===== src/hdl/hufdec_pkg.sv =====
package hufdec_pkg;

  // Field widths fixed by the stream format
  localparam int IDX_W         = 9;
  localparam int SYM_W         = 8;
  localparam int BITS_PER_BYTE = 8;
  localparam int VB_W          = 4;

  // Input function codes
  localparam logic FUNC_NODE_WRITE = 1'b0;
  localparam logic FUNC_DECODE     = 1'b1;

  // One node table entry: leaf flag, symbol, left child, right child
  typedef struct packed {
    logic             leaf;
    logic [SYM_W-1:0] symbol;
    logic [IDX_W-1:0] left_child;
    logic [IDX_W-1:0] right_child;
  } node_t;

  // Classified command handed from the front end to the tree walker
  typedef struct packed {
    logic                     is_decode;
    logic [IDX_W-1:0]         node_index;
    node_t                    node;
    logic [BITS_PER_BYTE-1:0] data_byte;
    logic [VB_W-1:0]          bit_count;
    logic                     stream_end;
  } cmd_t;

endpackage


===== src/hdl/hufdec_front.sv =====
module hufdec_front #(
  parameter int NODE_COUNT = 512
) (
  input  logic                                   clk,
  input  logic                                   rst_n,
  input  logic                                   in_valid,
  output logic                                   in_ready,
  input  logic                                   in_func,
  input  logic [hufdec_pkg::IDX_W-1:0]           in_node_index,
  input  logic                                   in_node_is_leaf,
  input  logic [hufdec_pkg::SYM_W-1:0]           in_node_symbol,
  input  logic [hufdec_pkg::IDX_W-1:0]           in_left_child,
  input  logic [hufdec_pkg::IDX_W-1:0]           in_right_child,
  input  logic [hufdec_pkg::BITS_PER_BYTE-1:0]   in_data_byte,
  input  logic [hufdec_pkg::VB_W-1:0]            in_valid_bits,
  input  logic                                   in_stream_end,
  output logic                                   cmd_valid,
  input  logic                                   cmd_ready,
  output hufdec_pkg::cmd_t                       cmd
);
  import hufdec_pkg::*;

  localparam int QUEUE_DEPTH = 4;
  localparam int QP_W        = $clog2(QUEUE_DEPTH);
  localparam int QC_W        = QP_W + 1;

  localparam logic [IDX_W:0]  NODE_LIMIT = (IDX_W+1)'(NODE_COUNT);
  localparam logic [VB_W-1:0] VB_MAX     = VB_W'(BITS_PER_BYTE);
  localparam logic [QC_W-1:0] QC_FULL    = QC_W'(QUEUE_DEPTH);

  cmd_t            cls;
  logic            keep;
  logic            push;
  logic            pop;
  cmd_t            queue_r [QUEUE_DEPTH];
  logic [QP_W-1:0] wr_ptr_r;
  logic [QP_W-1:0] wr_ptr_nxt;
  logic [QP_W-1:0] rd_ptr_r;
  logic [QP_W-1:0] rd_ptr_nxt;
  logic [QC_W-1:0] count_r;
  logic [QC_W-1:0] count_nxt;

  // Classify the incoming transaction and clamp the bit count
  always_comb begin
    cls.is_decode        = (in_func == FUNC_DECODE);
    cls.node_index       = in_node_index;
    cls.node.leaf        = in_node_is_leaf;
    cls.node.symbol      = in_node_symbol;
    cls.node.left_child  = in_left_child;
    cls.node.right_child = in_right_child;
    cls.data_byte        = in_data_byte;
    cls.bit_count        = (in_valid_bits > VB_MAX) ? VB_MAX : in_valid_bits;
    cls.stream_end       = in_stream_end;
  end

  // Drop writes beyond the table and bytes that can have no effect
  always_comb begin
    if (cls.is_decode) begin
      keep = (in_valid_bits != '0) || in_stream_end;
    end else begin
      keep = ({1'b0, in_node_index} < NODE_LIMIT);
    end
  end

  assign in_ready  = (count_r != QC_FULL);
  assign cmd_valid = (count_r != '0);
  assign cmd       = queue_r[rd_ptr_r];
  assign push      = in_valid && in_ready && keep;
  assign pop       = cmd_valid && cmd_ready;

  // Advance queue pointers
  always_comb begin
    wr_ptr_nxt = push ? QP_W'(wr_ptr_r + 1'b1) : wr_ptr_r;
    rd_ptr_nxt = pop ? QP_W'(rd_ptr_r + 1'b1) : rd_ptr_r;
    count_nxt  = count_r;
    if (push && !pop) begin
      count_nxt = QC_W'(count_r + 1'b1);
    end else if (pop && !push) begin
      count_nxt = QC_W'(count_r - 1'b1);
    end
  end

  always_ff @(posedge clk) begin
    if (!rst_n) begin
      wr_ptr_r <= '0;
      rd_ptr_r <= '0;
      count_r  <= '0;
    end else begin
      wr_ptr_r <= wr_ptr_nxt;
      rd_ptr_r <= rd_ptr_nxt;
      count_r  <= count_nxt;
    end
  end

  // Hold queued commands
  always_ff @(posedge clk) begin
    if (push) begin
      queue_r[wr_ptr_r] <= cls;
    end
  end

endmodule


===== config.mk =====
export PLATFORM = sky130hd
export DESIGN_NAME = hufdec_front
export DESIGN_NICKNAME = d
export VERILOG_FILES = /design/src/hdl/hufdec_pkg.sv /design/src/hdl/hufdec_front.sv
export SDC_FILE = /design/constraint.sdc
export NUM_CORES = 1
export LEC_CHECK = 0
export ABC_CLOCK_PERIOD_IN_PS = 6100
export BUFFER_PORTS_ARGS = -buffer_cell sky130_fd_sc_hd__buf_2
export CAP_MARGIN = 0
export CORE_MARGIN = 8
export CORE_UTILIZATION = 40
export DETAILED_ROUTE_END_ITERATION = 10
export GPL_TIMING_DRIVEN = 0
export PLACE_DENSITY = 0.64
export SETUP_SLACK_MARGIN = 0.1
export SYNTH_ARGS = -nofsm -noshare
export SYNTH_HDL_FRONTEND = slang
export SYNTH_SLANG_ARGS = --single-unit

===== constraint.sdc =====
create_clock -name clk -period 6.1 [get_ports clk]
set_clock_uncertainty 0.2 [all_clocks]
set_input_delay 1.22 -clock clk [delete_from_list [all_inputs] [get_ports clk]]
set_output_delay 1.22 -clock clk [all_outputs]
set_load 0.02 [all_outputs]

# Yosys cells after proc, flatten, opt, wreduce, memory -nomap -nowiden
# Memory sizes are Yosys's and may differ from the RTL's. A register that Yosys moved wholly into a read port is not among the register bits.
# Cells that the tools add are included.
word_totals:
  register_bits: 7
  latchBits: 0
  mem_bits_rw: 200
  rom_bits: 0
  out_inout_bits: 52
  elab_cells: 29
  mem_count: 1
memory_table:
  columns: ["memory", "depth", "width", "read_ports", "rd_clocked_by_memory_dff", "wr", "line_no", "source"]
  rows:
  - ["queue_r", 4, 50, 1, 1, 1, "hufdec_front.sv:35", "cmd_t queue_r [QUEUE_DEPTH];"]
op_classes:
  n_addsub: 4
  n_mul: 0
  div: 0
  order_cmp: 1
  eq_ne: 1
  shifts: 0
  n_mux: 8
  bitwise_logic: 0
  n_reduce_logical: 11
op_table:
  columns: ["cell", "count"]
  rows:
  - ["$mux W3", 2]
  - ["$logic_and A1 B1 Y1", 5]
  - ["$add A2 B1 Y2 const B", 2]
  - ["$gt A4 B4 Y1 const B", 1]
  - ["$mux W2", 2]
  - ["$mux W4", 1]
  - ["$reduce_bool A4 Y1", 1]
  - ["$add A3 B1 Y3 const B", 1]
  - ["$mux W1", 3]
  - ["$ne A3 B3 Y1 const B", 1]
  - ["$reduce_bool A3 Y1", 1]
  - ["$sub A3 B1 Y3 const B", 1]
  - ["$logic_not A1 Y1", 2]
  - ["$reduce_bool A2 Y1", 1]
  - ["$logic_or A1 B1 Y1", 1]

# Logic depth before layout (Yosys ltp)
# Gate-level depths: netlist (run 1).
logic_depth:
  depth_word: 8
  mapped_depth: 9
  depth_no_buf: 8

# Least setup slack after synthesis (run 1)
# No wires, ideal clock.
synth_path:
  path_type: "input to register"
  start: "input port in_valid_bits[1] (netlist name)"
  end: "memory queue_r[0][0] (netlist name), enable pin"
  setup_ns: 0.485
  arrival_time_ns: 2.831
  slack_ns: 2.585
  path_stages: 4
  n_path_buf: 1
  path_cell_list: "or4b_1 > o311a_1 > buf_6 > and2_1"
synth_between:
  elab_chain_cells: 6
synth_lines:
  columns: ["item", "line_no", "source"]
  rows:
  - ["start: declaration", "hufdec_front.sv:15", "input logic [hufdec_pkg::VB_W-1:0] in_valid_bits,"]
  - ["$reduce_bool A4 Y1", "hufdec_front.sv:59", "keep = (in_valid_bits != '0) || in_stream_end;"]
  - ["$logic_or A1 B1 Y1", "hufdec_front.sv:59", null]
  - ["$mux W1", "hufdec_front.sv:58", "if (cls.is_decode) begin"]
  - ["$logic_and A1 B1 Y1", "hufdec_front.sv:68", "assign push = in_valid && in_ready && keep;"]
  - ["net push", "hufdec_front.sv:33", "logic push;"]
  - ["$mux W1", "hufdec_front.sv:97", "if (push) begin"]
  - ["$mux W1 (not written as such)", "hufdec_front.sv:98", "queue_r[wr_ptr_r] <= cls;"]
  - ["end: declaration", "hufdec_front.sv:35", null]
# The timed path passes the listed nets, and every way through them passes these cells.

==> results.py, run 1 <==
metrics = {
    "floorplanning": {
        "start_util": 0.409,
        "ios": 106,
        "die_w_um": 155,
        "core_um2": 18800,
        "fp-row-count": 50,
        "die_y_um": 155,
        "die_area_um2": 23900,
    },
    "timing": {
        "fmax_ghz": 0.274,
        "period_needed_ps": 3640,
        "finalCritPeriodShare": 0.597,
        "setup_ws_ps": 2460,
        "finalMaxSlewViolations": 0,
        "finalHoldViolations": 0,
        "rsz0062_at_grt": "no",
        "slew_headroom": 0.455,
        "worstMarginPinSlew_ps": 818,
        "tns_ps": 0,
        "setup_viol": 0,
    },
    "route": {
        "drtIter0Drc": 112,
        "drc": 0,
        "finalWirelength_um": 14000,
        "firstDrtPassIters": 4,
        "num_vias": 3513,
        "via_per_inst": 4.89,
        "postRouteAntennaNets": 0,
        "wl_per_cell_um": 19.6,
    },
    "clock_tree": {
        "cts.sinks": 209,
        "cts_resized": 0,
        "cts_hold_buf": 0,
        "cts_buffers": 22,
        "clk_latency_ps": 490,
        "clk_pin_slew_ps": 60,
        "tritoncts": "yes",
        "cts-root-buf": "clkbuf_16",
        "cts_setup_buffers": 0,
        "clk_path_buf_depth": 3,
        "htree_levels": 1,
    },
    "run_status": {
        "outcome": "completed",
    },
    "worst_hold_path": {
        "hp-class": "reg -> reg",
        "holdPathStages": 2,
        "worst_hold_path.endpoint": "wr_ptr_r[0]",
        "min_from": "wr_ptr_r[0]",
    },
    "cells_and_area": {
        "drive_gt1_frac": 0.419,
        "utilization": 0.489,
        "area_growth_pct": 19.5,
        "antenna_cells": 0,
        "fin_area_um2": 9200,
        "n_fill_cell": 1555,
        "final_cells": 718,
        "nNetsFinal": 503,
    },
    "place": {
        "placed_area_um2": 8560,
        "dp_hpwl_um": 8330,
        "pre_cts_ws_ps": 2470,
        "place.gp.congestion": 0.711,
        "io_buffers": 104,
        "dp_cells": 679,
    },
    "critical_path": {
        "crit_path_end_kind": "output port",
        "worstRegToRegCells": 9,
        "crit_chain": "clkbuf_1 -> buf_1 -> mux4_2 -> buf_2",
        "r2r_start": "count_r[2]",
        "slowest_stage": "buf_1",
        "startpoint_type": "flip-flop",
        "cp_slowest_stage_delay_ps": 560,
        "cp_max_fo": 10,
        "crit_arrival_ps": 2220,
        "rr_endpoint": "count_r[2]",
        "cp.required_ps": 4680,
        "crit_type": "reg -> out",
        "reg2reg_slack_ps": 3590,
    },
    "yosys": {
        "synth_edf_count": 200,
        "yosysWarnings": 0,
        "syn_inst": 315,
        "yosys_register_bits": 209,
        "netlist.area_leader.share": 0.780,
        "syn-cell-area_um2": 7700,
        "synth.most_common_cell": "edfxtp_1",
        "syn-num-nets": 375,
        "synthFlopType": "edfxtp_1",
        "yosysSeqAreaShare": 0.803,
        "avgSynthCellArea_um2": 24.4,
        "async_flop_share": 0,
        "synth.area.top_cells": "edfxtp_1, mux4_2, dfxtp_1, ha_1, and2_1",
        "synth.distinct_cells": 24,
        "synth_common_cells": "edfxtp_1, mux4_2, dfxtp_1, and2_1, clkbuf_1",
        "yosysTopAreaCell": "edfxtp_1",
    },
    "global_route": {
        "grt_max_degree": 51,
        "grt_pass1_vias": 3981,
        "grt_pass1_wl_um": 21600,
        "grt_util_all_layers": 0.117,
        "antenna_found_initial": 1,
        "grt.overflow.total": 0,
    },
    "power_and_ir_drop": {
        "vdd_drop_max_v": 0.000292,
        "power_per_cell_area_nw_per_um2": 430,
        "leakage_nw": 3.08,
    },
    "run": {
        "cap_viol_max_count": 0,
    },
}
## state kept, by name, summed over array words and instances (netlist names), named ones only
name      flops
count_r       3
queue_r     200
rd_ptr_r      2
wr_ptr_r      2
## how the worst max path moves through the flow
stage | slack (ps) | cells past startpoint | endpoint | startpoint
4_1_cts | 2360 | 4 | cmd[42] | flip-flop
5_1_grt | 2310 | 4 | cmd[39] | flip-flop
6_report | 2460 | 4 | cmd[23] | flip-flop
3_5_place_dp | 2470 | 10 | count_r[2] | in_valid_bits[1]
2_1_floorplan | 2580 | 4 | queue_r[0][0] | in_valid_bits[1]
3_3_place_gp | 1460 | 5 | queue_r[3][36] | in_func
## through the flow
stage	hold slack [ps]	total power, mW
2_1_floorplan	268	2.50
3_3_place_gp	280	2.82
3_5_place_dp	312	2.83
4_1_cts	321	4.03
5_1_grt	356	4.14
6_report	326	3.96
## worst max-delay path: cells and delay by family, from the launching register on
family | cells | cell delay [ps]
buf+inv | 3 | 990
flops | 1 | 300
mux | 1 | 430
## logic make-up after synthesis
logic type               count (synthesis)  share of synthesized area
buffers and inverters                   18                     0.0106
AO/OA/AOI/OAI                            5                    0.00504
AND/OR/NAND/NOR                         20                     0.0158
adder cells (fa/ha/maj)                  6                     0.0107
multiplexers                            53                      0.150
flip-flops                             209                      0.803
XOR/XNOR                                 4                    0.00455
## cells in the final DEF, fill, tap and decap left out
| cell type | n |
|---|---|
| edfxtp_1 | 200 |
| buf_2 | 109 |
| mux4_2 | 50 |
| clkbuf_16 | 23 |
| clkbuf_1 | 16 |
| dfxtp_1 | 9 |
| ha_1 | 5 |
| nor2b_1 | 4 |
| and2_4 | 4 |
| and2_1 | 4 |
| nand2_1 | 4 |
| inv_1 | 3 |
| buf_1 | 3 |
| xnor2_1 | 3 |
| mux2i_1 | 3 |
| clkinv_2 | 3 |
| or3_1 | 2 |
| clkinv_1 | 2 |
| or4b_1 | 1 |
| or3b_2 | 1 |
| o311a_1 | 1 |
| buf_6 | 1 |
| o31ai_1 | 1 |
| o311ai_0 | 1 |
| xor2_1 | 1 |
| o21ai_0 | 1 |
| a21boi_0 | 1 |
| fa_1 | 1 |
| clkinvlp_4 | 1 |
## cell type report
cell class | count | area (um^2) | area share
Sequential cell | 209 | 6190 | 0.672
Multi-Input combinational cell | 88 | 1440 | 0.157
Clock buffer | 33 | 613 | 0.0666
Timing Repair Buffer | 104 | 520 | 0.0566
Tap cell | 260 | 325 | 0.0354
Buffer | 15 | 70.1 | 0.00762
Clock inverter | 6 | 30.0 | 0.00326
Inverter | 3 | 11.3 | 0.00122
## layer usage
layer | global-route usage | vias to the layer above | share of wire
li1 | - | 1579 | -
met1 | 0.140 | 1804 | 0.42
met3 | 0.0348 | 24 | 0.063
met2 | 0.203 | 104 | 0.50
met4 | 0.0266 | 2 | 0.019
met5 | 0 | - | 0.00093
## where the power goes
| group | switching, mW | total, mW | internal, mW |
|---|---|---|---|
| logic | 0.573 | 0.983 | 0.410 |
| clock network | 0.496 | 1.19 | 0.693 |
| registers | 0.0429 | 1.79 | 1.74 |
Power figures use the tool's default switching activity.
==> inputs of run 2 (changes only) <==
Settings changed: ABC_AREA set to 1, ABC_CLOCK_PERIOD_IN_PS 6100 to 3100, PLACE_DENSITY 0.64 to 0.66.
Clock period 6.1 ns to 3.1 ns, I/O delays scaled along.
==> run 2 against run 1 <==
  * Register-to-register slack got worse by 3100 ps
  * Clock power is 110% higher
  * First-iteration DRC count rose to 3.5 times the previous value
  * Non-clock buffer count is 23 higher
  * Worst hold slack worse by 190 ps
  * Utilization rose by 0.82 points
  * Final cell count is 37% higher
  * Synthesized cell count grew 81%
  * Routed wire length is 34% higher
  * Combinational power increased by 130%
  * Largest cell class unchanged
  * Largest power group unchanged
  * Highest routed layer unchanged
==> results.py, run 2 <==
metrics = {
    "route": {
        "finalWirelength_um": 18800,
        "drc": 0,
        "firstDrtPassIters": 5,
        "num_vias": 5055,
        "drtIter0Drc": 388,
        "via_per_inst": 5.14,
        "wl_per_cell_um": 19.1,
        "postRouteAntennaNets": 0,
    },
    "place": {
        "io_buffers": 105,
        "dp_hpwl_um": 11900,
        "place.gp.congestion": 0.718,
        "dp_cells": 944,
    },
    "timing": {
        "slew_headroom": 0.322,
        "rsz0062_at_grt": "no",
        "period_needed_ps": 2760,
        "finalCritPeriodShare": 0.890,
        "worstMarginPinSlew_ps": 1010,
        "setup_viol": 0,
        "finalHoldViolations": 0,
        "fmax_ghz": 0.363,
        "fin_hold_ws_ps": 135,
        "finalMaxSlewViolations": 0,
    },
    "yosys": {
        "synth.distinct_cells": 20,
        "synthFlopType": "edfxtp_1",
        "yosysSeqAreaShare": 0.774,
        "avgSynthCellArea_um2": 14.1,
        "synth_common_cells": "edfxtp_1, nor2_1, o21ai_1, o22ai_1, o21ai_0",
        "yosys_register_bits": 209,
        "async_flop_share": 0,
        "synth.area.top_cells": "edfxtp_1, nor2_1, o21ai_1, o22ai_1, dfxtp_1",
        "netlist.area_leader.share": 0.751,
        "yosysWarnings": 0,
        "yosysTopAreaCell": "edfxtp_1",
        "synth_edf_count": 200,
        "syn-cell-area_um2": 8000,
        "syn_inst": 569,
        "syn-num-nets": 629,
        "synth.most_common_cell": "edfxtp_1",
    },
    "cells_and_area": {
        "mostFrequentLayoutCell": "edfxtp_1",
        "top_regs": "queue_r (200), count_r (3)",
        "area_growth_pct": 21.3,
        "drive_gt1_frac": 0.255,
        "n_fill_cell": 1698,
        "antenna_cells": 0,
        "final_cells": 983,
        "utilization": 0.497,
        "nNetsFinal": 764,
        "final_cell_mix": "edfxtp_1, buf_2, nor2_1",
        "top_register": "queue_r",
        "largest_register_ffs": 200,
    },
    "power_and_ir_drop": {
        "power_per_cell_area_nw_per_um2": 862,
        "vdd_drop_max_v": 0.000516,
        "leakage_nw": 3.49,
    },
    "global_route": {
        "grt_util_all_layers": 0.148,
        "grt_pass1_vias": 5420,
        "grt_max_degree": 28,
        "antenna_found_initial": 1,
        "grt.overflow.total": 0,
        "grt_pass1_wl_um": 28400,
    },
    "critical_path": {
        "worstRegToRegCells": 7,
        "cp_top_family": "buffers and inverters",
        "rr_endpoint": "queue_r[3][24]",
        "cpMostUsedCell": "buf_2",
        "endpoint": "cmd[0]",
        "crit_path_end_kind": "output port",
        "critical_path_depth": 5,
        "cp.required_ps": 2280,
        "r2r_start": "count_r[1]",
        "crit_arrival_ps": 1940,
        "reg2reg_slack_ps": 520,
        "crit_buf_inv": 3,
        "crit_chain": "inv_1 -> buf_2 -> o21ai_1 -> o22ai_1 -> buf_2",
        "startpoint_type": "flip-flop",
        "slowest_stage": "dfxtp_1",
        "cp_slowest_stage_delay_ps": 390,
        "cp_max_fo": 10,
        "crit_type": "reg -> out",
    },
    "floorplanning": {
        "start_util": 0.409,
        "die_y_um": 157,
        "die_w_um": 157,
        "core_um2": 19500,
        "fp-row-count": 51,
        "die_area_um2": 24800,
        "ios": 106,
    },
    "run_status": {
        "outcome": "completed",
    },
    "run": {
        "cap_viol_max_count": 0,
    },
    "clock_tree": {
        "clk_latency_ps": 490,
        "htree_levels": 1,
        "cts_setup_buffers": 0,
        "clk_pin_slew_ps": 60,
        "tritoncts": "yes",
        "cts_resized": 0,
        "cts_hold_buf": 0,
        "clk_path_buf_depth": 3,
        "cts_buffers": 23,
        "cts-root-buf": "clkbuf_16",
        "cts.sinks": 209,
    },
    "worst_hold_path": {
        "holdPathStages": 1,
        "hp-class": "in -> reg",
    },
}
==> run 2: cell types whose count changed after synthesis, sizes merged, moves of 5 or more <==
cell   previous run  this run
buf               9        30
nor2              0       121
o22ai             0        50
o21ai             1       104
inv               3        25
and2              8         0
nand2             4        13
nand3             0         5
mux4             50         0
==> run 2: worst min-delay path by stage <==
stage          slack [ps]        endpoint        startpoint
3_5_place_dp          290       flip-flop       rd_ptr_r[0]
2_1_floorplan         260       flip-flop       rd_ptr_r[0]
3_3_place_gp          280     rd_ptr_r[0]       rd_ptr_r[0]
5_1_grt               110  queue_r[1][22]  in_left_child[0]
4_1_cts               110  queue_r[1][26]  in_left_child[4]
6_report              130  queue_r[1][24]  in_left_child[2]
==> run 2: per-layer routing <==
layer	GRT usage	up-vias	wire [um]
li1	-	2366	-
met1	0.179	2496	7980
met2	0.260	160	9210
met3	0.0321	31	1190
met4	0.0453	2	359
met5	0	-	13
==> run 2: kinds of logic after synthesis <==
kind of cell	count (synthesis)	share of synthesized area
adders and majority gates	6	0.0103
AOI/OAI and AO/OA	158	0.107
and+or+nand+nor	139	0.0670
DFF	209	0.774
buffers and inverters	57	0.0423
==> run 2: layout make-up <==
type / count / area, um^2 / area share
timing repair buffer: 110 / 633 / 0.0653
clock buffer: 28 / 594 / 0.0613
sequential: 209 / 6190 / 0.638
tap: 265 / 332 / 0.0342
multi-input combinational: 303 / 1500 / 0.155
clock inverter: 11 / 115 / 0.0119
inverter: 25 / 101 / 0.0104
buffer: 32 / 236 / 0.0244
==> run 2: metrics by stage <==
| step | power [mW] | TNS, ps | instance area [um^2] | worst slack [ps] |
|---|---|---|---|---|
| after floorplan | 5.00 | -128410 | 8000 | -642 |
| after global placement | 5.78 | -520720 | 8850 | -2660 |
| after detailed placement | 5.90 | 0 | 8990 | 166 |
| after CTS | 8.46 | 0 | 9700 | 297 |
| after global routing | 8.75 | 0 | 9700 | 233 |
| final | 8.36 | 0 | 9700 | 342 |
==> run 2: power breakdown <==
group / leakage (nW) / internal, mW / switching (mW)
clock network: 0.340 / 1.53 / 1.02
logic: 1.24 / 0.725 / 1.56
registers: 1.91 / 3.43 / 0.0938
total: 3.49 / 5.68 / 2.68
